===== src/landing_sequence_controller_unit_defines.svh =====
// Assertion macros shared by the landing sequence controller RTL.
`ifndef LANDING_SEQUENCE_CONTROLLER_UNIT_DEFINES_SVH
`define LANDING_SEQUENCE_CONTROLLER_UNIT_DEFINES_SVH

// Same-cycle implication, checked outside reset.
`define LSC_ASSERT_NOW(label, clk, rstn, ante, cons, msg) \
    label: assert property (@(posedge clk) disable iff (!(rstn)) (ante) |-> (cons)) \
        else $error(msg);

// Next-cycle implication, checked outside reset.
`define LSC_ASSERT_NEXT(label, clk, rstn, ante, cons, msg) \
    label: assert property (@(posedge clk) disable iff (!(rstn)) (ante) |=> (cons)) \
        else $error(msg);

`endif


===== src/lsc_pkg.sv =====
// Types, codes and constant tables of the landing sequence controller.
`default_nettype none

package lsc_pkg;

    localparam int TIMER_BITS_DEF = 16;
    localparam int REG_W          = 16;
    localparam int CFG_ADDR_W     = 3;
    localparam int IN_TDATA_W     = 80;
    localparam int OUT_TDATA_W    = 64;

    typedef enum logic [2:0] {
        PH_IDLE   = 3'd0,
        PH_WAIT   = 3'd1,
        PH_ADJUST = 3'd2,
        PH_CIRCLE = 3'd3,
        PH_LAND   = 3'd4
    } phase_t;

    typedef enum logic [2:0] {
        CMD_NONE     = 3'd0,
        CMD_HOLD     = 3'd1,
        CMD_BODY_VEL = 3'd2,
        CMD_CIRCLE   = 3'd3,
        CMD_LAND     = 3'd4
    } cmd_t;

    typedef enum logic {
        OP_TICK  = 1'b0,
        OP_START = 1'b1
    } op_t;

    typedef enum logic [CFG_ADDR_W-1:0] {
        REG_DETECT_THRESHOLD = 3'd0,
        REG_WAIT_TICKS       = 3'd1,
        REG_LOSS_TICKS       = 3'd2,
        REG_LANDING_TICKS    = 3'd3,
        REG_MIN_ALTITUDE     = 3'd4
    } reg_idx_t;

    localparam logic [REG_W-1:0] DETECT_THRESHOLD_RST = 16'd30;
    localparam logic [REG_W-1:0] WAIT_TICKS_RST       = 16'd250;
    localparam logic [REG_W-1:0] LOSS_TICKS_RST       = 16'd150;
    localparam logic [REG_W-1:0] LANDING_TICKS_RST    = 16'd250;
    localparam logic [REG_W-1:0] MIN_ALTITUDE_RST     = 16'd100;

    // Descent bands, 50 cm each, the last one open upward.
    localparam int BAND_STEP_CM = 50;
    localparam logic [6:0] BAND_TOL [0:6] = '{7'd30, 7'd40, 7'd40, 7'd50, 7'd60, 7'd70, 7'd80};
    localparam logic [9:0] BAND_DOWN [0:6] =
        '{10'd150, 10'd150, 10'd200, 10'd200, 10'd250, 10'd250, 10'd300};
    localparam logic [9:0] DOWN_SLOW    = 10'd10;
    localparam logic [9:0] DOWN_LANDING = 10'd200;

    typedef struct packed {
        logic [REG_W-1:0] detect_threshold;
        logic [REG_W-1:0] wait_ticks;
        logic [REG_W-1:0] loss_ticks;
        logic [REG_W-1:0] landing_ticks;
        logic [REG_W-1:0] min_altitude_cm;
    } cfg_t;

    typedef struct packed {
        op_t                operation;
        logic               marker_found;
        logic signed [11:0] err_x;
        logic signed [11:0] err_y;
        logic [15:0]        altitude_cm;
        logic signed [15:0] track_vx;
        logic signed [15:0] track_vy;
    } item_t;

    typedef struct packed {
        cmd_t               command;
        logic signed [15:0] vel_x;
        logic signed [15:0] vel_y;
        logic [9:0]         vel_down;
        logic [15:0]        circle_elapsed;
        phase_t             phase;
        logic               start_refused;
    } result_t;

    // Altitude band index: altitude / 50, capped at the last band.
    function automatic logic [2:0] band_level(input logic [15:0] alt);
        logic [2:0] lvl;
        if (alt < 16'(BAND_STEP_CM)) lvl = 3'd0;
        else if (alt < 16'(2 * BAND_STEP_CM)) lvl = 3'd1;
        else if (alt < 16'(3 * BAND_STEP_CM)) lvl = 3'd2;
        else if (alt < 16'(4 * BAND_STEP_CM)) lvl = 3'd3;
        else if (alt < 16'(5 * BAND_STEP_CM)) lvl = 3'd4;
        else if (alt < 16'(6 * BAND_STEP_CM)) lvl = 3'd5;
        else lvl = 3'd6;
        return lvl;
    endfunction

endpackage

`default_nettype wire


===== src/lsc_descent.sv =====
// Descent speed lookup for the adjust phase from altitude band and marker error.
`default_nettype none

module lsc_descent (
    input  wire logic [15:0]        altitude_cm,
    input  wire logic signed [11:0] err_x,
    input  wire logic signed [11:0] err_y,
    output logic [9:0]              vel_down
);

    logic [2:0]  lvl;
    logic [12:0] abs_x;
    logic [12:0] abs_y;
    logic [12:0] tol;

    always_comb begin
        lvl   = lsc_pkg::band_level(altitude_cm);
        abs_x = err_x[11] ? (13'd0 - {err_x[11], err_x}) : {1'b0, err_x};
        abs_y = err_y[11] ? (13'd0 - {err_y[11], err_y}) : {1'b0, err_y};
        tol   = {6'd0, lsc_pkg::BAND_TOL[lvl]};
        // Full band speed only when the marker is well centered.
        if (abs_x < tol && abs_y < tol) begin
            vel_down = lsc_pkg::BAND_DOWN[lvl];
        end else begin
            vel_down = lsc_pkg::DOWN_SLOW;
        end
    end

endmodule

`default_nettype wire


===== src/lsc_step.sv =====
// Next-state and command logic for one request of the landing sequencer.
`default_nettype none

module lsc_step #(
    parameter int TIMER_BITS = lsc_pkg::TIMER_BITS_DEF
) (
    input  wire lsc_pkg::item_t         item,
    input  wire lsc_pkg::cfg_t          cfg,
    input  wire lsc_pkg::phase_t        phase,
    input  wire lsc_pkg::phase_t        prev_phase,
    input  wire logic                   running,
    input  wire logic [TIMER_BITS-1:0]  wait_timer,
    input  wire logic [15:0]            sight_count,
    input  wire logic                   loss_flag,
    input  wire logic [TIMER_BITS-1:0]  loss_timer,
    input  wire logic                   landing_armed,
    input  wire logic [TIMER_BITS-1:0]  landing_timer,
    input  wire logic [TIMER_BITS-1:0]  circle_timer,
    output lsc_pkg::phase_t             phase_next,
    output lsc_pkg::phase_t             prev_phase_next,
    output logic                        running_next,
    output logic [TIMER_BITS-1:0]       wait_timer_next,
    output logic [15:0]                 sight_count_next,
    output logic                        loss_flag_next,
    output logic [TIMER_BITS-1:0]       loss_timer_next,
    output logic                        landing_armed_next,
    output logic [TIMER_BITS-1:0]       landing_timer_next,
    output logic [TIMER_BITS-1:0]       circle_timer_next,
    output lsc_pkg::result_t            result
);

    localparam int CMP_W = (TIMER_BITS > lsc_pkg::REG_W) ? TIMER_BITS : lsc_pkg::REG_W;
    localparam logic [TIMER_BITS-1:0] TIMER_MAX = '1;
    localparam logic [TIMER_BITS-1:0] TIMER_ONE = TIMER_BITS'(1);

    logic [9:0]            band_down;
    logic                  entering;
    logic [TIMER_BITS-1:0] wait_eff;
    logic [TIMER_BITS-1:0] circle_eff;
    logic [TIMER_BITS-1:0] land_eff;
    logic                  above_min;

    lsc_descent u_descent (
        .altitude_cm (item.altitude_cm),
        .err_x       (item.err_x),
        .err_y       (item.err_y),
        .vel_down    (band_down)
    );

    always_comb begin
        phase_next         = phase;
        prev_phase_next    = prev_phase;
        running_next       = running;
        wait_timer_next    = wait_timer;
        sight_count_next   = sight_count;
        loss_flag_next     = loss_flag;
        loss_timer_next    = loss_timer;
        landing_armed_next = landing_armed;
        landing_timer_next = landing_timer;
        circle_timer_next  = circle_timer;

        result                = '0;
        result.command        = lsc_pkg::CMD_NONE;

        // Phase entry timer clears apply on ticks only.
        entering   = (phase != prev_phase);
        wait_eff   = (entering && phase == lsc_pkg::PH_WAIT) ? '0 : wait_timer;
        circle_eff = (entering && phase == lsc_pkg::PH_CIRCLE) ? '0 : circle_timer;
        land_eff   = landing_armed ? landing_timer : '0;
        above_min  = (item.altitude_cm > cfg.min_altitude_cm);

        if (item.operation == lsc_pkg::OP_START) begin
            if (!running) begin
                phase_next     = lsc_pkg::PH_WAIT;
                running_next   = 1'b1;
                loss_flag_next = 1'b0;
            end else begin
                result.start_refused = 1'b1;
            end
        end else begin
            prev_phase_next   = phase;
            wait_timer_next   = wait_eff;
            circle_timer_next = circle_eff;
            if (running) begin
                unique case (phase)
                    lsc_pkg::PH_WAIT: begin
                        result.command = lsc_pkg::CMD_HOLD;
                        if (CMP_W'(wait_eff) >= CMP_W'(cfg.wait_ticks)) begin
                            phase_next = (sight_count > cfg.detect_threshold) ?
                                         lsc_pkg::PH_ADJUST : lsc_pkg::PH_CIRCLE;
                            sight_count_next = '0;
                        end else if (item.marker_found && sight_count != 16'hFFFF) begin
                            sight_count_next = sight_count + 16'd1;
                        end
                        wait_timer_next = (wait_eff == TIMER_MAX) ? wait_eff
                                                                  : wait_eff + TIMER_ONE;
                    end
                    lsc_pkg::PH_ADJUST: begin
                        if (!above_min) begin
                            phase_next = lsc_pkg::PH_LAND;
                        end else if (item.marker_found) begin
                            result.command  = lsc_pkg::CMD_BODY_VEL;
                            result.vel_x    = item.track_vx;
                            result.vel_y    = item.track_vy;
                            result.vel_down = band_down;
                            loss_flag_next  = 1'b0;
                        end else if (!loss_flag) begin
                            loss_flag_next  = 1'b1;
                            loss_timer_next = TIMER_ONE;
                        end else if (CMP_W'(loss_timer) >= CMP_W'(cfg.loss_ticks)) begin
                            phase_next     = lsc_pkg::PH_CIRCLE;
                            loss_flag_next = 1'b0;
                        end else begin
                            loss_timer_next = (loss_timer == TIMER_MAX) ? loss_timer
                                                                        : loss_timer + TIMER_ONE;
                        end
                    end
                    lsc_pkg::PH_CIRCLE: begin
                        if (!above_min) begin
                            phase_next = lsc_pkg::PH_LAND;
                        end else begin
                            result.command = lsc_pkg::CMD_CIRCLE;
                            result.circle_elapsed =
                                (CMP_W'(circle_eff) > CMP_W'(16'hFFFF)) ? 16'hFFFF
                                                                        : 16'(circle_eff);
                            circle_timer_next = (circle_eff == TIMER_MAX) ? circle_eff
                                                                          : circle_eff + TIMER_ONE;
                            if (item.marker_found) begin
                                phase_next = lsc_pkg::PH_ADJUST;
                            end
                        end
                    end
                    lsc_pkg::PH_LAND: begin
                        landing_armed_next = 1'b1;
                        landing_timer_next = land_eff;
                        if (above_min && CMP_W'(land_eff) < CMP_W'(cfg.landing_ticks)) begin
                            result.command  = lsc_pkg::CMD_BODY_VEL;
                            if (item.marker_found) begin
                                result.vel_x = item.track_vx;
                                result.vel_y = item.track_vy;
                            end
                            result.vel_down = lsc_pkg::DOWN_LANDING;
                            landing_timer_next = (land_eff == TIMER_MAX) ? land_eff
                                                                         : land_eff + TIMER_ONE;
                        end else begin
                            result.command     = lsc_pkg::CMD_LAND;
                            landing_armed_next = 1'b0;
                            running_next       = 1'b0;
                            phase_next         = lsc_pkg::PH_IDLE;
                        end
                    end
                    default: begin
                    end
                endcase
            end
        end

        result.phase = phase_next;
    end

endmodule

`default_nettype wire


===== src/landing_sequence_controller_unit.sv =====
// Top level of the landing sequence controller: ports, registers and checks.
`default_nettype none

// Tick-driven precision landing sequencer. Each slave request is either a
// start command (s_tuser = 1) or one control tick (s_tuser = 0) carrying
// marker visibility, marker pixel errors, altitude and the tracking
// controller's velocities. For every request exactly one result leaves on the
// master side: a command (none, hold, body velocity, circle search, land and
// disarm) with its velocities, circle elapsed ticks, the phase after the
// request and a refused-start flag. A request is held in the input register
// and is evaluated in one pass of combinational logic into the result
// register. One request is accepted every cycle unless the result register
// is held by back pressure on m_tready, the only limit on rate, which the input
// register absorbs for one request. Timeouts count ticks, not time, in
// TIMER_BITS-wide saturating counters. The five 16-bit registers (detect
// threshold, wait ticks, loss ticks, landing ticks, minimum altitude) are
// written through cfg_wr_en/cfg_addr/cfg_wr_data, which should only be used
// while no request is in flight; addresses beyond the fifth are ignored.
// Reset is synchronous and active low.

`include "landing_sequence_controller_unit_defines.svh"

module landing_sequence_controller_unit #(
    parameter int TIMER_BITS = lsc_pkg::TIMER_BITS_DEF
) (
    input  wire logic                              aclk,
    input  wire logic                              aresetn,
    // Slave request channel.
    input  wire logic                              s_tvalid,
    output logic                                   s_tready,
    // s_tdata, lowest bit up: marker_found(1), err_x(12), err_y(12),
    // altitude_cm(16), track_vx(16), track_vy(16), zero padding(7).
    input  wire logic [lsc_pkg::IN_TDATA_W-1:0]    s_tdata,
    // s_tuser: operation(1), 0 tick, 1 start.
    input  wire logic                              s_tuser,
    // Master result channel.
    output logic                                   m_tvalid,
    input  wire logic                              m_tready,
    // m_tdata, lowest bit up: vel_x(16), vel_y(16), vel_down(10),
    // circle_elapsed(16), phase(3), start_refused(1), zero padding(2).
    output logic [lsc_pkg::OUT_TDATA_W-1:0]        m_tdata,
    // m_tuser: command(3).
    output logic [2:0]                             m_tuser,
    // Configuration write port.
    input  wire logic                              cfg_wr_en,
    input  wire logic [lsc_pkg::CFG_ADDR_W-1:0]    cfg_addr,
    input  wire logic [lsc_pkg::REG_W-1:0]         cfg_wr_data
);

    lsc_pkg::cfg_t          cfg_reg;

    // Input register.
    logic                   in_valid_reg;
    lsc_pkg::item_t         in_item_reg;
    lsc_pkg::item_t         in_item_next;

    // Result register.
    logic                   out_valid_reg;
    lsc_pkg::result_t       out_result_reg;
    lsc_pkg::result_t       out_result_next;

    // Sequencer state.
    lsc_pkg::phase_t        phase_reg, phase_next;
    lsc_pkg::phase_t        prev_phase_reg, prev_phase_next;
    logic                   running_reg, running_next;
    logic [TIMER_BITS-1:0]  wait_timer_reg, wait_timer_next;
    logic [15:0]            sight_count_reg, sight_count_next;
    logic                   loss_flag_reg, loss_flag_next;
    logic [TIMER_BITS-1:0]  loss_timer_reg, loss_timer_next;
    logic                   landing_armed_reg, landing_armed_next;
    logic [TIMER_BITS-1:0]  landing_timer_reg, landing_timer_next;
    logic [TIMER_BITS-1:0]  circle_timer_reg, circle_timer_next;

    logic                   advance;

    // The held request moves into the result register when that register is
    // empty or its contents are being taken this cycle.
    assign advance  = in_valid_reg && (!out_valid_reg || m_tready);
    assign s_tready = !in_valid_reg || advance;

    always_comb begin
        in_item_next              = '0;
        in_item_next.operation    = lsc_pkg::op_t'(s_tuser);
        in_item_next.marker_found = s_tdata[0];
        in_item_next.err_x        = s_tdata[12:1];
        in_item_next.err_y        = s_tdata[24:13];
        in_item_next.altitude_cm  = s_tdata[40:25];
        in_item_next.track_vx     = s_tdata[56:41];
        in_item_next.track_vy     = s_tdata[72:57];
    end

    // Configuration registers.
    always_ff @(posedge aclk) begin
        if (!aresetn) begin
            cfg_reg.detect_threshold <= lsc_pkg::DETECT_THRESHOLD_RST;
            cfg_reg.wait_ticks       <= lsc_pkg::WAIT_TICKS_RST;
            cfg_reg.loss_ticks       <= lsc_pkg::LOSS_TICKS_RST;
            cfg_reg.landing_ticks    <= lsc_pkg::LANDING_TICKS_RST;
            cfg_reg.min_altitude_cm  <= lsc_pkg::MIN_ALTITUDE_RST;
        end else if (cfg_wr_en) begin
            unique case (cfg_addr)
                lsc_pkg::REG_DETECT_THRESHOLD: cfg_reg.detect_threshold <= cfg_wr_data;
                lsc_pkg::REG_WAIT_TICKS:       cfg_reg.wait_ticks       <= cfg_wr_data;
                lsc_pkg::REG_LOSS_TICKS:       cfg_reg.loss_ticks       <= cfg_wr_data;
                lsc_pkg::REG_LANDING_TICKS:    cfg_reg.landing_ticks    <= cfg_wr_data;
                lsc_pkg::REG_MIN_ALTITUDE:     cfg_reg.min_altitude_cm  <= cfg_wr_data;
                default: begin
                end
            endcase
        end
    end

    lsc_step #(
        .TIMER_BITS (TIMER_BITS)
    ) u_step (
        .item               (in_item_reg),
        .cfg                (cfg_reg),
        .phase              (phase_reg),
        .prev_phase         (prev_phase_reg),
        .running            (running_reg),
        .wait_timer         (wait_timer_reg),
        .sight_count        (sight_count_reg),
        .loss_flag          (loss_flag_reg),
        .loss_timer         (loss_timer_reg),
        .landing_armed      (landing_armed_reg),
        .landing_timer      (landing_timer_reg),
        .circle_timer       (circle_timer_reg),
        .phase_next         (phase_next),
        .prev_phase_next    (prev_phase_next),
        .running_next       (running_next),
        .wait_timer_next    (wait_timer_next),
        .sight_count_next   (sight_count_next),
        .loss_flag_next     (loss_flag_next),
        .loss_timer_next    (loss_timer_next),
        .landing_armed_next (landing_armed_next),
        .landing_timer_next (landing_timer_next),
        .circle_timer_next  (circle_timer_next),
        .result             (out_result_next)
    );

    // Handshake control.
    always_ff @(posedge aclk) begin
        if (!aresetn) begin
            in_valid_reg  <= 1'b0;
            out_valid_reg <= 1'b0;
        end else begin
            if (s_tready) begin
                in_valid_reg <= s_tvalid;
            end
            if (advance) begin
                out_valid_reg <= 1'b1;
            end else if (m_tready) begin
                out_valid_reg <= 1'b0;
            end
        end
    end

    // Payload registers.
    always_ff @(posedge aclk) begin
        if (s_tready && s_tvalid) begin
            in_item_reg <= in_item_next;
        end
        if (advance) begin
            out_result_reg <= out_result_next;
        end
    end

    // Sequencer state only moves when a request is evaluated.
    always_ff @(posedge aclk) begin
        if (!aresetn) begin
            phase_reg         <= lsc_pkg::PH_IDLE;
            prev_phase_reg    <= lsc_pkg::PH_IDLE;
            running_reg       <= 1'b0;
            wait_timer_reg    <= '0;
            sight_count_reg   <= '0;
            loss_flag_reg     <= 1'b0;
            loss_timer_reg    <= '0;
            landing_armed_reg <= 1'b0;
            landing_timer_reg <= '0;
            circle_timer_reg  <= '0;
        end else if (advance) begin
            phase_reg         <= phase_next;
            prev_phase_reg    <= prev_phase_next;
            running_reg       <= running_next;
            wait_timer_reg    <= wait_timer_next;
            sight_count_reg   <= sight_count_next;
            loss_flag_reg     <= loss_flag_next;
            loss_timer_reg    <= loss_timer_next;
            landing_armed_reg <= landing_armed_next;
            landing_timer_reg <= landing_timer_next;
            circle_timer_reg  <= circle_timer_next;
        end
    end

    assign m_tvalid = out_valid_reg;
    assign m_tuser  = out_result_reg.command;
    assign m_tdata  = {2'b00,
                       out_result_reg.start_refused,
                       out_result_reg.phase,
                       out_result_reg.circle_elapsed,
                       out_result_reg.vel_down,
                       out_result_reg.vel_y,
                       out_result_reg.vel_x};

    // A stopped sequence always rests in the idle phase.
    `LSC_ASSERT_NOW(a_idle_when_stopped, aclk, aresetn,
        !running_reg, phase_reg == lsc_pkg::PH_IDLE,
        "sequencer stopped outside the idle phase")

    // The landing timer is only armed while in the landing phase.
    `LSC_ASSERT_NOW(a_armed_in_landing, aclk, aresetn,
        landing_armed_reg, phase_reg == lsc_pkg::PH_LAND && running_reg,
        "landing armed outside the landing phase")

    // A start while running comes out refused, with no command.
    `LSC_ASSERT_NEXT(a_start_refused, aclk, aresetn,
        advance && in_item_reg.operation == lsc_pkg::OP_START && running_reg,
        m_tvalid && m_tdata[61] && m_tuser == lsc_pkg::CMD_NONE,
        "start while running was not refused")

    // Downward speed is only given with a body velocity command.
    `LSC_ASSERT_NOW(a_down_only_body_vel, aclk, aresetn,
        m_tvalid && m_tuser != lsc_pkg::CMD_BODY_VEL, m_tdata[41:32] == 10'd0,
        "descent speed outside a body velocity command")

endmodule

`default_nettype wire

===== config.mk =====
export PLATFORM = sky130hd
export DESIGN_NAME = landing_sequence_controller_unit
export DESIGN_NICKNAME = d
export VERILOG_FILES = /design/src/lsc_pkg.sv /design/src/lsc_descent.sv /design/src/lsc_step.sv /design/src/landing_sequence_controller_unit.sv
export VERILOG_INCLUDE_DIRS = /design/src /design/src/src
export SDC_FILE = /design/constraint.sdc
export NUM_CORES = 1
export LEC_CHECK = 0
export BUFFER_PORTS_ARGS = -buffer_cell sky130_fd_sc_hd__buf_4
export CELL_PAD_IN_SITES_DETAIL_PLACEMENT = 0
export CELL_PAD_IN_SITES_GLOBAL_PLACEMENT = 2
export CORE_MARGIN = 1
export CORE_UTILIZATION = 37
export DETAILED_ROUTE_END_ITERATION = 8
export MAX_ROUTING_LAYER = met4
export PLACE_DENSITY_LB_ADDON = 0.1
export SLEW_MARGIN = 20
export SYNTH_ARGS = -nofsm -noshare
export SYNTH_HDL_FRONTEND = slang
export SYNTH_SLANG_ARGS = --single-unit

===== constraint.sdc =====
create_clock -name aclk -period 5.7 [get_ports aclk]
set_clock_uncertainty 0.1 [all_clocks]
set_input_delay 0.285 -clock aclk [delete_from_list [all_inputs] [get_ports aclk]]
set_output_delay 0.285 -clock aclk [all_outputs]
set_load 0.02 [all_outputs]

After elaboration in Yosys (flattened, before gate mapping):

Memories as Yosys holds them, arrays and structs flattened.
Index checks and enable logic that the tools add are counted.

* flip-flop bits (word level): 310
* ROM bits: 136
* input bits: 105
* memories: 2

Memories
* (no name shown): depth 8, width 10, rd ports 1, clocked after Yosys merged registers in 0, write ports 0, RTL line lsc_descent.sv:23 `vel_down = lsc_pkg::BAND_DOWN[lvl];`
* (no name shown): depth 8, width 7, rd ports 1, clocked after Yosys merged registers in 0, write ports 0, RTL line lsc_descent.sv:20 `tol = {6'd0, lsc_pkg::BAND_TOL[lvl]};`

* $add $sub $neg: 7
* order comparisons: 15
* equal/unequal tests: 17
* mux-type cells: 67
* bitwise gates (word level): 6
* reductions and logical operators: 29

Operator list (number)
* $mux W16: 18
* $pmux W42 S2: 1
* $add A16 B1 Y16 const B: 5
* $eq A16 B16 Y1 const B: 4
* $lt A16 B8 Y1 const B: 3
* $mux W3: 16
* $mux W45: 1
* $mux W44: 1
* $mux W42: 1
* $ge A16 B16 Y1: 2
* $gt A16 B16 Y1: 2
* $mux W32: 1
* $mux W10: 3
* $lt A13 B7 Y1: 2
* $mux W13: 2
* $sub A1 B12 Y13 const A: 2
* $pmux W3 S4: 2
* $gt A16 B16 Y1 const B: 1
* $lt A16 B16 Y1: 1
* $lt A16 B6 Y1 const B: 1
* $lt A16 B7 Y1 const B: 1
* $lt A16 B9 Y1 const B: 1
* $mux W1: 16
* $ne A16 B16 Y1 const B: 1
* 21 further kinds: 53

Depth between registers and ports, before layout:

* depth after elaboration: 17
* depth in mapped cells: 17
* gate-level depth less buffers: 17

Cells and area by module:

Synthesis repeated with hierarchy kept, for this count alone.

* cells, all modules: 1814
* area total of the unflattened synthesis: 16827.4 µm²

By module, submodules not included
* landing_sequence_controller_unit: instances 1, cells each 824, area an instance 10512.6 µm²
* lsc_step: instances 1, cells each 832, area an instance 5240.0 µm²
* lsc_descent: instances 1, cells each 158, area an instance 1074.8 µm²

Least setup slack after synthesis:

OpenSTA, ideal clock, no wires.

* path kind: register to register
* start: register in_item_reg[37] (netlist name)
* end: register out_result_reg, in the netlist m_tdata[38] (data pin)
* library setup time: 0.155 ns
* data arrival time: 3.771 ns
* data required time: 5.445 ns
* path slack: 1.674 ns
* cell stages (with the launch flop): 17
* period minus slack after synthesis: 4.026 ns
* path through: edfxtp_1 -> nand2_1 -> or3_1 -> nor2_1 -> o21bai_1 -> a221oi_1 -> o21a_1 -> inv_1 -> ha_1 -> or2_2 -> ha_1 -> a22o_1 -> nor4_1 -> o2111ai_1 -> a2111oi_1 -> nand4_1 -> o21ai_0

* word-level cells in the longest chain between the ends: 17
* elaborated cells between the ends (all ways): 29
* those cells by class: order compare: 9; mux: 15; bitwise: 1; reduce/logical: 2; memory: 2

Ends and longest elaborated chain
* start, declared: RTL line landing_sequence_controller_unit.sv:54 `lsc_pkg::item_t in_item_reg;`
* start signal, assigned: RTL line landing_sequence_controller_unit.sv:161 `in_item_reg <= in_item_next;`
* $lt A16 B9 Y1: RTL line lsc_pkg.sv:91 `else if (alt < 16'(6 * BAND_STEP_CM)) lvl = 3'd5;`
* $mux W2: RTL line lsc_pkg.sv:91
* $mux W2: RTL line lsc_pkg.sv:90 `else if (alt < 16'(5 * BAND_STEP_CM)) lvl = 3'd4;`
* $mux W3: RTL line lsc_pkg.sv:89 `else if (alt < 16'(4 * BAND_STEP_CM)) lvl = 3'd3;`
* $mux W3: RTL line lsc_pkg.sv:88 `else if (alt < 16'(3 * BAND_STEP_CM)) lvl = 3'd2;`
* $mux W3: RTL line lsc_pkg.sv:87 `else if (alt < 16'(2 * BAND_STEP_CM)) lvl = 3'd1;`
* $mux W3: RTL line lsc_pkg.sv:86 `if (alt < 16'(BAND_STEP_CM)) lvl = 3'd0;`
* $not A3 Y4 (implied by the code): RTL line lsc_descent.sv:20, lsc_descent.sv:23
* $mem_v2 Z8 W7
* $mux W7 (implied by the code) (2 in a row): RTL line lsc_descent.sv:20
* $lt A13 B7 Y1: RTL line lsc_descent.sv:22 `if (abs_x < tol && abs_y < tol) begin`
* $logic_and A1 B1 Y1: RTL line lsc_descent.sv:22
* $mux W10: RTL line lsc_descent.sv:22
* $mux W44: RTL line lsc_step.sv:101 `end else if (item.marker_found) begin`
* $mux W45: RTL line lsc_step.sv:99 `if (!above_min) begin`
* $pmux W42 S2 *: RTL line lsc_step.sv:85 `unique case (phase)`
* end signal, assigned: RTL line landing_sequence_controller_unit.sv:164 `out_result_reg <= out_result_next;`
* end, declared: RTL line landing_sequence_controller_unit.sv:59 `lsc_pkg::result_t out_result_reg;`

Every way passes the cells marked *; elsewhere a longest branch is shown, timed or not. The select of a mux whose other input is x is not followed.
A chain may end at the register's enable or synchronous reset.

Worst setup path after layout:

Ends and elaborated chain as after synthesis.

==> impl_results.md <==
* Leading post-synthesis cells by cell area: sky130_fd_sc_hd__edfxtp_1 26%, sky130_fd_sc_hd__dfxtp_1 22%, sky130_fd_sc_hd__ha_1 8.2%, sky130_fd_sc_hd__nand2_1 6.3%, sky130_fd_sc_hd__a21oi_1 3.9%
* Combinational power share at 7.6%
* Sequential share of the synthesized area at 48.4%
* Final setup margin at 912 ps
* Non-filler instance count after layout at 2466
* CTS Root Buffer Type: sky130_fd_sc_hd__clkbuf_16
* Yosys top cell by area: sky130_fd_sc_hd__edfxtp_1
* Number of top-level pins at 174
* Die ar. at 0.0429 mm2
* Dominant combinational cell family by area after synthesis: simple AND/OR/NAND/NOR gates
* Mapped cell area at 0.0156 mm2
* Number of endpoints failing setup at the final stage at 0
* Post-route clock period utilization at 84.0%
* Achievable Freq at 209 MHz
* Worst endpoint data arrival time at 5060 ps
* Routability congestion estimate at 0.849
* Final wirelength at 43500 um
* Post-DP HPWL at 29900 um
* # DRC at 0
* TritonCTS buffer count at 37
* Number of flops mapped to enable cells by yosys at 137
* Fill cell instance count of the final layout at 3890
* Path category of the worst min-delay check: in -> reg
* First-pass GRT wire length at 69400 um
* Final design instance area without fill at 0.0194 mm2
* Height of the die at 207 um
* 1st-iter DRT viols at 809
* Flops & latches, synth at 308
* Utilization after layout at 47.0%
* Fraction of the mapped netlist area in adder cells at 8.19%
* Number of placed instances, taps included at 2307
* Share of layout cells above drive strength 1 at 13.2%
* Post-detailed-route count of antenna-violating nets at 0
* XOR/XNOR Fraction of Synth Area at 2.08%
* Global-route usage over all layers at 20.9%
* Asr flop ratio synth at 0%
* Quantity of I/O buffers inserted on ports at 162
* Post-synthesis mux area share at 0.522%
* Startpoint kind of the worst setup timing path: register
* Leakage component of the power at 7.42 nW
* Setup TNS Final at 0 ps
* Minimum clock period at 4790 ps
* Total internal power at 3.94 mW
* Worst-case vdd ir drop at 0.238 mV
* Clock Sinks at 308
* Max-Slew Margin vs Limit at 33.3%
* Register area at 0.00754 mm2
* Worst-skew pair later-pin latency at 550 ps
* Via count normalized by instance count at 5.20
* Via count of the routed design at 12.8k
* Clock slew at the register clock pins of the worst setup and hold paths at 60 ps
* CORE AREA at 0.0412 mm2
* Cells after Synth at 1674
* Pre-CTS setup slack at 868 ps
* Mean cell area of the mapped netlist at 9.31 um2
* Net count of the finished layout at 2114
* Endpoint required time on the critical path at 5980 ps
* Number of global-route vias before repair at 12.5k
* Critical path start-end classification: reg -> reg
* Effective utilization at floorplan at 37.8%
* Longest Clk Path Bufs at 3
* DR pass1 iterations at 5
* Number of antenna violations at the first check in global routing at 0
* Switching Fraction at 23.6%
* Number of library cell types mapped by synthesis at 78
* Nature of the critical path endpoint: register
* DP Area at 0.0172 mm2
* Leftover overflow at the end of global routing at 0
* Number of pins with negative max-slew slack in the final report at 0
* Result of the run: finished, final reports clean
* Post CTS Setup Buffer Count at 0
* Most used flip-flop cell after synthesis: sky130_fd_sc_hd__dfxtp_1
* Standard-cell rows at 74
* Number of flip-flops in the largest register at 80
* Top fanout value on the critical path at 7
* Switching power summed over all nets at 1.21 mW
* Part of the total power dissipated in sequential elements at 46.9%
* Wirelength per Cell at 17.7 um
* Number of hold violations in the final report at 0
* Warnings from Yosys at 0
* Footprint of the multi-input gates at 0.00733 mm2
* Level count of the clock H-tree at 2
* Synthesized-area fraction occupied by ao, oa, aoi and oai cells at 14.1%
* Maximum number of pins on one net before global-route repair at 75
* Antenna diode instance count at 0
* Power density relative to cell area at 266 mW/mm2
* Share of the synthesized area in the top cell type at 26.4%
* RSZ-0062 raised after global routing: no
* Die X at 207 um
* TritonCTS clock tree: yes
* Synthesized-area fraction occupied by and/or/nand/nor cells at 22.0%
* Count of max-cap constraint violations at 0
* Growth of design area from synthesis to finish at 24.3%
* Worst Tran Pin Value at 1000 ps
* Fraction of power consumed by the clock network at 45.5%
[kinds of logic after synthesis]
| kind of cell | Yosys count |
|---|---|
| AOI/OAI and AO/OA | 341 |
| adders and majority gates | 102 |
| xor gates and xnor gates | 37 |
| buffers and inverters | 185 |
| DFF | 308 |
| and+or+nand+nor | 692 |
| muxes | 8 |
| other | 1 |
[path summary, 6_finish.rpt]
check                            startpoint                         to  slack (ps)  cells after the start
setup reg to reg  in_item_reg[37]$_DFFE_PP_  m_tdata[38]$_SDFFCE_PN0P_         910                     13
hold / removal                      aresetn   cfg_reg[52]$_SDFFE_PN1P_          50                      2
setup / recovery  in_item_reg[37]$_DFFE_PP_  m_tdata[38]$_SDFFCE_PN0P_         910                     13
hold reg to reg    cfg_reg[71]$_SDFFE_PN0P_   cfg_reg[71]$_SDFFE_PN0P_         350                      2
[layout by cell type, fill, tap and decap left out, types with 9 or more instances in the layout]
master,instances
sky130_fd_sc_hd__nor4_1,11
sky130_fd_sc_hd__dfxtp_1,171
sky130_fd_sc_hd__nand3_1,61
sky130_fd_sc_hd__o31ai_1,13
sky130_fd_sc_hd__nand2b_1,13
sky130_fd_sc_hd__nand2_1,261
sky130_fd_sc_hd__a31oi_1,21
sky130_fd_sc_hd__xor2_1,9
sky130_fd_sc_hd__nand4_1,41
sky130_fd_sc_hd__or4_1,12
sky130_fd_sc_hd__or3_1,17
sky130_fd_sc_hd__o211ai_1,49
sky130_fd_sc_hd__nor2_1,96
sky130_fd_sc_hd__and3_1,30
sky130_fd_sc_hd__dlygate4sd3_1,93
sky130_fd_sc_hd__a21oi_1,122
sky130_fd_sc_hd__edfxtp_1,137
sky130_fd_sc_hd__and2_1,87
sky130_fd_sc_hd__inv_1,109
sky130_fd_sc_hd__ha_1,102
sky130_fd_sc_hd__xnor2_1,28
sky130_fd_sc_hd__o21ai_0,54
sky130_fd_sc_hd__a211o_1,14
sky130_fd_sc_hd__buf_4,172
sky130_fd_sc_hd__clkbuf_16,37
sky130_fd_sc_hd__nor3_1,23
[power groups by stage]
stage          clock network [mW]  logic, mW  registers (mW)
6_report                     2.34      0.393            2.41
4_1_cts                      2.41      0.397            2.41
5_1_grt                      2.50      0.432            2.42
2_1_floorplan                   0      0.171            2.47
3_3_place_gp                    0      0.339            2.46
3_5_place_dp                    0      0.342            2.46
[worst max-delay path, stage by stage, from the launching register on]
cell and delay [ps]:
sky130_fd_sc_hd__edfxtp_1 480, sky130_fd_sc_hd__o311ai_0 800, sky130_fd_sc_hd__nand3_1 150, sky130_fd_sc_hd__nand2_1 240, sky130_fd_sc_hd__inv_1 120, sky130_fd_sc_hd__ha_1 240
sky130_fd_sc_hd__or2_2 320, sky130_fd_sc_hd__ha_1 320, sky130_fd_sc_hd__a22o_1 200, sky130_fd_sc_hd__nor4_1 230, sky130_fd_sc_hd__o2111ai_1 140, sky130_fd_sc_hd__a2111oi_1 690
sky130_fd_sc_hd__nand4_1 330, sky130_fd_sc_hd__o21ai_0 260
[routing by layer]
layer	GRT usage, %	part of all wire [%]	vias up
met4	7.10	2.7	0
met3	2.71	3.4	75
met5	-	0	-
met1	27.1	46	6062
li1	-	-	6472
met2	33.8	48	219
[cell usage after synthesis, types with 5 or more instances]
master / number
sky130_fd_sc_hd__xor2_1: 9
sky130_fd_sc_hd__a211o_1: 14
sky130_fd_sc_hd__a31oi_1: 21
sky130_fd_sc_hd__nand4_1: 41
sky130_fd_sc_hd__nor2_1: 96
sky130_fd_sc_hd__inv_1: 110
sky130_fd_sc_hd__xnor2_1: 28
sky130_fd_sc_hd__nand2_1: 261
sky130_fd_sc_hd__or3_1: 17
sky130_fd_sc_hd__buf_2: 11
sky130_fd_sc_hd__clkbuf_1: 58
sky130_fd_sc_hd__a21oi_1: 122
sky130_fd_sc_hd__and3_1: 30
sky130_fd_sc_hd__and4_1: 6
sky130_fd_sc_hd__dfxtp_1: 171
sky130_fd_sc_hd__and2_1: 88
sky130_fd_sc_hd__mux2i_1: 7
sky130_fd_sc_hd__o311ai_0: 5
sky130_fd_sc_hd__o211ai_1: 49
sky130_fd_sc_hd__or4_1: 12
sky130_fd_sc_hd__or2_2: 6
sky130_fd_sc_hd__nand3_1: 61
sky130_fd_sc_hd__nor3_1: 23
sky130_fd_sc_hd__nor4_1: 11
sky130_fd_sc_hd__edfxtp_1: 137
sky130_fd_sc_hd__o21a_1: 8
sky130_fd_sc_hd__ha_1: 102
sky130_fd_sc_hd__a211oi_1: 5
sky130_fd_sc_hd__nor2b_1: 5
sky130_fd_sc_hd__nand2b_1: 13
sky130_fd_sc_hd__o31ai_1: 13
sky130_fd_sc_hd__o21ai_0: 54
[through the flow]
stage	hold slack, ps	power (mW)
3_3_place_gp	343	2.80
4_1_cts	23.0	5.22
3_5_place_dp	348	2.80
5_1_grt	46.4	5.35
6_report	52.4	5.15
2_1_floorplan	284	2.64
[layout make-up]
cell class	count	share of cell area, %
repair buffers	265	11.5
multi-input cells	1184	37.8
well taps	532	3.44
inverters	111	2.16
flip-flops and latches	308	38.9
clock inverters	18	0.975
clock buffers	48	5.20
[what timing repair did]
action                    CTS  global route
resized for setup           0             0
hold endpoints to repair  155             0
hold buffers               93             0
Note: power is estimated with default switching activity, not from simulation.
